==> config.mk <==
export PLATFORM = sky130hd
export DESIGN_NAME = button_click_hold_classifier_core
export DESIGN_NICKNAME = d
export VERILOG_FILES = /design/src/rtl/core/bchc_pkg.sv /design/src/rtl/core/bchc_cfg.sv /design/src/rtl/core/bchc_classify.sv /design/src/rtl/core/button_click_hold_classifier_core.sv
export VERILOG_INCLUDE_DIRS = /design/src /design/src/rtl/core
export SDC_FILE = /design/constraint.sdc
export NUM_CORES = 1
export LEC_CHECK = 0
export ABC_CLOCK_PERIOD_IN_PS = 7400
export BUFFER_PORTS_ARGS = -buffer_cell sky130_fd_sc_hd__buf_2
export CAP_MARGIN = 10
export CORE_MARGIN = 1.5
export CORE_UTILIZATION = 40
export DETAILED_ROUTE_END_ITERATION = 8
export PLACE_DENSITY_LB_ADDON = 0.2
export RECOVER_POWER = 100
export SETUP_SLACK_MARGIN = 0.02
export SYNTH_ARGS = -nofsm -noshare
export SYNTH_HDL_FRONTEND = slang
export SYNTH_HIERARCHICAL = 1
export SYNTH_SLANG_ARGS = --single-unit
==> constraint.sdc <==
create_clock -name clk -period 7.4 [get_ports clk]
set_input_delay 0.37 -clock clk [delete_from_list [all_inputs] [get_ports clk]]
set_output_delay 0.37 -clock clk [all_outputs]
set_load 0.01 [all_outputs]
==> src/rtl/core/button_click_hold_classifier_core_macros.svh <==
// Assertion macros shared by the classifier core.
`ifndef BUTTON_CLICK_HOLD_CLASSIFIER_CORE_MACROS_SVH
`define BUTTON_CLICK_HOLD_CLASSIFIER_CORE_MACROS_SVH

// Same-cycle implication, sampled on clk, off during reset.
`define BCHC_ASSERT_NOW(label, ante, cons, msg) \
  label: assert property (@(posedge clk) disable iff (rst) (ante) |-> (cons)) \
    else $error(msg);

// Next-cycle implication, sampled on clk, off during reset.
`define BCHC_ASSERT_NEXT(label, ante, cons, msg) \
  label: assert property (@(posedge clk) disable iff (rst) (ante) |=> (cons)) \
    else $error(msg);

`endif

==> src/rtl/core/bchc_pkg.sv <==
// Shared types and constants for the button click / hold classifier.
package bchc_pkg;

  localparam int TimeW = 32;

  localparam logic [2:0] EV_NONE   = 3'd0;
  localparam logic [2:0] EV_PUSHED = 3'd1;
  localparam logic [2:0] EV_CLICK  = 3'd2;
  localparam logic [2:0] EV_DOUBLE = 3'd3;
  localparam logic [2:0] EV_HOLD   = 3'd4;

  localparam logic [7:0]  DEBOUNCE_RST = 8'd20;
  localparam logic [15:0] DCLICK_RST   = 16'd300;
  localparam logic [15:0] HOLD_RST     = 16'd1000;
  localparam logic        RELEASED_RST = 1'b1;

  typedef enum logic [1:0] {
    REG_DEBOUNCE = 2'd0,
    REG_DCLICK   = 2'd1,
    REG_HOLD     = 2'd2,
    REG_RELEASED = 2'd3
  } cfg_reg_t;

  typedef struct packed {
    logic             pin_level;
    logic [TimeW-1:0] now_ms;
    logic             clear_latched;
  } in_item_t;

  typedef struct packed {
    logic [2:0] event_res;
    logic [2:0] latched_event;
  } out_item_t;

  typedef struct packed {
    logic [7:0]  debounce_ms;
    logic [15:0] double_click_window_ms;
    logic [15:0] hold_ms;
    logic        released_level;
  } cfg_t;

endpackage

==> src/rtl/core/bchc_cfg.sv <==
// Configuration register file of the classifier.
module bchc_cfg (
  input  logic          clk,
  input  logic          rst,
  input  logic          wr_en,
  input  logic [1:0]    wr_index,
  input  logic [15:0]   wr_data,
  output bchc_pkg::cfg_t cfg
);
  import bchc_pkg::*;

  always_ff @(posedge clk) begin
    if (rst) begin
      cfg.debounce_ms            <= DEBOUNCE_RST;
      cfg.double_click_window_ms <= DCLICK_RST;
      cfg.hold_ms                <= HOLD_RST;
      cfg.released_level         <= RELEASED_RST;
    end else if (wr_en) begin
      unique case (cfg_reg_t'(wr_index))
        REG_DEBOUNCE: cfg.debounce_ms            <= wr_data[7:0];
        REG_DCLICK:   cfg.double_click_window_ms <= wr_data;
        REG_HOLD:     cfg.hold_ms                <= wr_data;
        REG_RELEASED: cfg.released_level         <= wr_data[0];
      endcase
    end
  end

endmodule

==> src/rtl/core/bchc_classify.sv <==
// Press tracking state and per-sample event classification.
module bchc_classify (
  input  logic                clk,
  input  logic                rst,
  input  bchc_pkg::cfg_t      cfg,
  input  logic                step,
  input  bchc_pkg::in_item_t  item,
  output bchc_pkg::out_item_t result
);
  import bchc_pkg::*;

  logic             held_down;
  logic             held_down_next;
  logic [TimeW-1:0] press_start_ms;
  logic [TimeW-1:0] press_start_ms_next;
  logic [TimeW-1:0] last_click_ms;
  logic [TimeW-1:0] last_click_ms_next;
  logic [2:0]       pending_event;
  logic [2:0]       pending_event_next;

  logic [TimeW-1:0] dur;
  logic [TimeW-1:0] window;
  logic [TimeW-1:0] window_end;
  logic             released;
  logic [2:0]       ev_raw;
  logic [2:0]       ev;
  logic [2:0]       latched;

  assign dur        = item.now_ms - press_start_ms;
  assign window     = {16'd0, cfg.double_click_window_ms};
  assign window_end = last_click_ms + window;
  assign released   = (item.pin_level == cfg.released_level);

  always_comb begin
    ev_raw              = EV_NONE;
    held_down_next      = held_down;
    press_start_ms_next = press_start_ms;
    if (released) begin
      if (held_down) begin
        held_down_next = 1'b0;
        if (dur > {24'd0, cfg.debounce_ms}) ev_raw = EV_CLICK;
        // hold wins even when its threshold sits below debounce
        if (dur > {16'd0, cfg.hold_ms}) ev_raw = EV_HOLD;
      end
    end else if (!held_down) begin
      held_down_next      = 1'b1;
      press_start_ms_next = item.now_ms;
      ev_raw              = EV_PUSHED;
    end
  end

  always_comb begin
    ev                 = ev_raw;
    last_click_ms_next = last_click_ms;
    if (ev_raw == EV_CLICK) begin
      if (window_end < item.now_ms) begin
        last_click_ms_next = item.now_ms;
      end else begin
        // pull the mark back so a third click needs a fresh window
        last_click_ms_next = item.now_ms - window;
        ev                 = EV_DOUBLE;
      end
    end
  end

  assign latched            = (pending_event == EV_NONE) ? ev : pending_event;
  assign pending_event_next = item.clear_latched ? EV_NONE : latched;

  assign result.event_res     = ev;
  assign result.latched_event = latched;

  always_ff @(posedge clk) begin
    if (rst) begin
      held_down      <= 1'b0;
      press_start_ms <= '0;
      last_click_ms  <= '0;
      pending_event  <= EV_NONE;
    end else if (step) begin
      held_down      <= held_down_next;
      press_start_ms <= press_start_ms_next;
      last_click_ms  <= last_click_ms_next;
      pending_event  <= pending_event_next;
    end
  end

endmodule

==> src/rtl/core/button_click_hold_classifier_core.sv <==
// An accepted request passes the input register (item_q), then the result register (out_item).
// Throughput: one sample per cycle unless the output stalls; the input register
// hands a sample to the classifier state in the same cycle the result register loads.
// A stalled output keeps one sample parked in the input register.
// Reset (rst, synchronous): pipeline empty, press state cleared, registers
// take their defaults 20 / 300 / 1000 / released level 1.
module button_click_hold_classifier_core (
  input  logic                clk,
  input  logic                rst,
  input  logic                in_valid,
  output logic                in_ready,
  input  bchc_pkg::in_item_t  in_item,
  output logic                out_valid,
  input  logic                out_ready,
  output bchc_pkg::out_item_t out_item,
  input  logic                cfg_valid,
  output logic                cfg_ready,
  input  logic [1:0]          cfg_index,
  input  logic [15:0]         cfg_data
);
  import bchc_pkg::*;
  `include "button_click_hold_classifier_core_macros.svh"

  cfg_t      cfg;
  in_item_t  item_q;
  logic      item_valid;
  logic      advance;
  out_item_t result;

  assign cfg_ready = 1'b1;
  assign advance   = item_valid && (!out_valid || out_ready);
  assign in_ready  = !item_valid || advance;

  bchc_cfg u_cfg (
    .clk      (clk),
    .rst      (rst),
    .wr_en    (cfg_valid && cfg_ready),
    .wr_index (cfg_index),
    .wr_data  (cfg_data),
    .cfg      (cfg)
  );

  bchc_classify u_classify (
    .clk    (clk),
    .rst    (rst),
    .cfg    (cfg),
    .step   (advance),
    .item   (item_q),
    .result (result)
  );

  always_ff @(posedge clk) begin
    if (rst) begin
      item_valid <= 1'b0;
    end else if (in_ready) begin
      item_valid <= in_valid;
    end
  end

  always_ff @(posedge clk) begin
    if (in_valid && in_ready) begin
      item_q <= in_item;
    end
  end

  always_ff @(posedge clk) begin
    if (rst) begin
      out_valid <= 1'b0;
    end else if (advance) begin
      out_valid <= 1'b1;
    end else if (out_ready) begin
      out_valid <= 1'b0;
    end
  end

  always_ff @(posedge clk) begin
    if (advance) begin
      out_item <= result;
    end
  end

  `BCHC_ASSERT_NEXT(a_item_kept, item_valid && !advance, item_valid, "parked sample lost")
  `BCHC_ASSERT_NEXT(a_result_loaded, advance, out_valid, "advanced sample gave no result")
  `BCHC_ASSERT_NOW(a_latch_first, out_valid && out_item.latched_event == EV_NONE, out_item.event_res == EV_NONE, "event not latched")

endmodule
# == Word level (Yosys, flattened, before mapping) ==
# Cells that the tools add are included.
# word_totals
word_cells,56
out_inout_bits,9
register_bits,151
# op_classes
n_eq_ne,5
n_lt_le_gt_ge,3
n_addsub,3
reduce_logical,15
mux,13
n_bitwise,2
# op_table
cell,count
$add 32x16->32,1
$gt 32x16->1,1
$gt 32x8->1,1
$lt 32x32->1,1
$mux 32,1
$sub 32x16->32,1
$sub 32x32->32,1
$mux 3,7
$reduce_and 2->1,5
$eq 2x2->1 const B,2
$mux 1,4
$eq 3x2->1 const B,1
$logic_not 3->1,1
$reduce_and 3->1,1
$eq 2x1->1 const B,1
$logic_and 1x1->1,2
$logic_not 1->1,2
$logic_not 2->1,1
$logic_or 1x1->1,2
$mux 2,1
$not 1->1,2
$reduce_bool 2->1,1
$eq 1x1->1,1

# == Logic depth before layout (Yosys ltp) ==
# logic_depth
word_depth,10
mapped_depth,24
mapped_depth_nobuf,24

# == By module ==
# The synthesis kept the hierarchy.
# modules_own_cells
module,cells_per_inst,area_per_inst_um2,n_inst,seq_area_each_um2
bchc_classify,1147,8384.3,1,1361.3
bchc_cfg,164,1700.4,1,820.8
button_click_hold_classifier_core,52,1316.3,1,1241.2

# == Least setup slack after synthesis ==
# Ideal clock, no wire load.
# synth_path
kind,register to register
start,"register, netlist name u_cfg/cfg[17]"
end,register u_classify.last_click_ms[16]
n_path_buf,0
period_less_slack_ns,4.869
arrival_time_ns,4.811
required_ns,7.342
path_slack_ns,2.531
path_stages_with_launch,22
path_cell_list,dfxtp_1 -> ha_1 -> inv_1 -> fa_1 -> nor2b_1 -> o21ai_0 -> a21boi_0 -> o21a_1 -> o211ai_1 -> a211oi_1 -> nor3_1 -> nor3_1 -> nand3_1 -> xnor2_1 -> ha_1 -> and4_1 -> a221o_1 -> o41ai_1 -> o22ai_1 -> a21o_1 -> a21oi_1 -> mux2_2
# synth_between
elab_chain_len,3
elab_cells_between_ends,4
cone_classes,2 x add/sub; 1 x order compare; 1 x mux
# synth_lines
item,line,text
$add 32x16->32,bchc_classify.sv:31,assign window_end = last_click_ms + window;
$lt 32x32->1,bchc_classify.sv:56,if (window_end < item.now_ms) begin
$mux 32 (*),bchc_classify.sv:56,
end signal: assignment,bchc_classify.sv:81,last_click_ms <= last_click_ms_next;
end: declaration,bchc_classify.sv:16,logic [TimeW-1:0] last_click_ms;
# Mark *: on every way between the ends. The rest lies on a longest branch, timed or not.
# A chain may end at the register's enable or synchronous reset.

# == Worst setup path in the final report ==
# layout_path
start,"register, netlist name u_cfg/cfg[17]"
end,register u_classify.last_click_ms[16]
# layout_between
elab_chain_len,3
elab_cells_between_ends,4
cone_classes,2 x add/sub; 1 x order compare; 1 x mux
# layout_lines
item,line
$add 32x16->32,bchc_classify.sv:31
$lt 32x32->1,bchc_classify.sv:56
$mux 32 (*),bchc_classify.sv:56
# Marked as above.

==> flow_summary.ini <==
[status]
status = complete, but fails checks
violations = max-capacitance violations, max-slew violations

[worst_setup_path]
worstSetupPathType = register to register
slowest_delay_ns = 0.58
end_kind = register
r2r_cells = 25
crit_family = compound AO/OA/AOI/OAI gates
cp_max_fo = 29
cp_slowest_cell = o22ai_1
worstReg2RegStart = u_cfg/cfg[17]
start_kind = register
arrival_ns = 6.38
ff2ff_setup_slack_ns = 1.34
worst-path-buf-inv = 2
required_ns = 7.72
reg2reg_to = u_classify/last_click_ms[16]

[timing]
slew_headroom_pct = -161
setup_viol = 0
final_hold_viol_count = 0
finalCriticalPeriod_ns = 6.06
worst_slew_pin_slew_ns = 3.92
finalClockSkew_ns = 0.0118
fmax_ghz = 0.165
post-route-period-util_pct = 81.9
setup_slack_ns = 1.34
rsz0062_at_grt = no
fin_setup_tns_ns = 0
slew_viol_final = 214

[power_and_ir_drop]
switching_power_mw = 0.704
peakVddDrop_mv = 0.141
switching_share_pct = 31.5
power_mw = 2.24
seqPwrFrac_pct = 40.9
power.internal_mw = 1.53
pwr-share-comb_pct = 21.1
powerDensity_nw_per_um2 = 179
clkPwrFrac_pct = 38.1
p_leak_nw = 5.10

[cts]
clock-sinks = 151
clkSlewWorstSetupHoldPaths_ns = 0.07
clock-root-buffer = clkbuf_16
post_cts_resized = 0
post_cts_buffers = 0
clockBufferDepth = 2
cts_hold_buffers = 0
cts_made_buffers = 17
h-tree-depth = 4
tritoncts = yes
clkLatencyLatePin_ns = 0.43

[logic_synthesis]
synth.most_common_cell = nand2_1
yosys-top-cells-count = nand2_1 (142), inv_1 (120), ha_1 (117)
yosys_warnings = 6
avgSynthCellArea_um2 = 8.36
ys_ff_latch = 151
synth_top_family_by_area = compound AO/OA/AOI/OAI gates
syn_inst = 1363
yosysUniqueCellTypes = 80
synth-edff-count = 40
syn_nets = 1540
synthAdderAreaFrac_pct = 13.4
synth.largest_area_cell = dfxtp_1
synth.top_cell.area_share_pct = 19.5
synthXorXnorAreaFrac_pct = 5.53
synth.yosys.seq_area_share_pct = 30.0
synthMuxAreaShare_pct = 3.97
synthArstFlopShare_pct = 0
ys_top_cells_by_area = dfxtp_1 (19%), ha_1 (13%), edfxtp_1 (11%)
netlist_area_um2 = 11400
synthSimpleGateAreaFrac_pct = 20.1
synth_ff_type = dfxtp_1
synth_compound_area_share_pct = 20.9

[die]
dieArea_um2 = 29500
fp.coreArea_um2 = 27900
fp.dieH_um = 172
initial_utilization_pct = 40.8
dieWidth_um = 172
num_rows = 61
ioPinCount = 66

[drt]
ant_nets = 0
post_drt_wl_per_cell_um = 17.7
firstDrtPassIters = 5
vias = 9868
drt_iter0_drc = 834
finalWirelength_um = 31700
vias_per_cell = 5.51
drc = 0

[grt]
grt_pass1_vias = 9250
grt_antenna_before_repair = 0
grt_first_pass_wirelength_um = 50200
overflow = 0
grt_start_max_net_pins = 89
grt_usage_pct = 22.0

[placement]
io_buffers = 64
pre_cts_slack_ns = 1.49
dp_hpwl_um = 24300
routabilityCongestion = 0.894
placed_cells = 1759

[layout]
layout-drive-gt1-share_pct = 8.00
synthToLayoutAreaGrowth_pct = 9.95
finalNetCount = 1577
stdcell_count = 1791
n_antenna_cell = 0

[hold_path]
hold_start = in_item[17]
holdCritPathClass = input pin to register
worstHoldPathCells = 1
hold_end = item_q[17]

[run]
cap_violations = 4
-- per-stage QoR --
stage | cell area (um^2) | hold slack (ns) | utilization [%]
floorplan | 11400 | 0.432 | -
global placement | 12000 | 0.442 | 43.0
detailed placement | 12000 | 0.447 | 43.0
CTS | 12600 | 0.0963 | 45.1
global route | 12500 | 0.0931 | 44.9
finish | 12500 | 0.110 | 44.9
-- layout make-up --
type / instances / area (um^2)
Clock buffer: 19 / 464
Fill cell: 2854 / 15400
Clock inverter: 13 / 108
Inverter: 120 / 450
Multi-Input combinational cell: 1038 / 7260
Timing Repair Buffer: 72 / 358
Tap cell: 378 / 473
Sequential cell: 151 / 3420
-- state kept, by name, summed over array words and instances, names as in the netlist --
register                   count
item_q                        34
item_valid                     1
out_item                       6
out_valid                      1
u_cfg/cfg                     41
u_classify/held_down           1
u_classify/last_click_ms      32
u_classify/pending_event       3
u_classify/press_start_ms     32
-- cells by family (layout without fill, tap and decap cells) --
logic type / count (synthesis) / in the layout
AND/OR/NAND/NOR: 460 / 460
AO/OA/AOI/OAI: 340 / 340
buffers and inverters: 174 / 224
flip-flops: 151 / 151
adder cells (fa/ha/maj): 120 / 120
XOR/XNOR: 72 / 72
multiplexers: 45 / 45
other: 1 / 1
-- power groups by stage --
stage	clock, mW	sequential [mW]	combinational [mW]
floorplan	0	0.915	0.352
global placement	0	0.931	0.465
detailed placement	0	0.932	0.469
CTS	0.869	0.914	0.472
global route	0.902	0.918	0.527
finish	0.852	0.915	0.472
-- worst max-delay path by stage --
stage / start / to / slack (ns) / cells past startpoint
2_1_floorplan: u_cfg/cfg[17] / u_classify/last_click_ms[16] / 2.53 / 21
4_1_cts: u_cfg/cfg[17] / u_classify/last_click_ms[28] / 1.46 / 25
6_report: u_cfg/cfg[17] / u_classify/last_click_ms[16] / 1.34 / 25
5_1_grt: u_cfg/cfg[17] / u_classify/last_click_ms[30] / 0.83 / 24
3_3_place_gp: u_cfg/cfg[17] / u_classify/last_click_ms[16] / 1.56 / 25
3_5_place_dp: u_cfg/cfg[17] / u_classify/last_click_ms[16] / 1.49 / 25
-- layout by cell type (no fill, tap or decap), types with 41 or more instances in the layout --
cell        n
a21oi_1    99
buf_2      52
dfxtp_1   111
ha_1      117
inv_1     120
mux2i_1    43
nand2_1   142
nand2b_1   60
nor2_1    103
o21ai_0    41
xnor2_1    57
-- layer usage --
metal,track usage [%],part of all wire (%),vias to the layer above
li1,-,-,4981
met1,31.7,50,4617
met2,34.8,45,243
met3,2.78,4.4,27
met4,5.03,1.3,0
met5,0,0,-
Power figures use the tool's default switching activity.
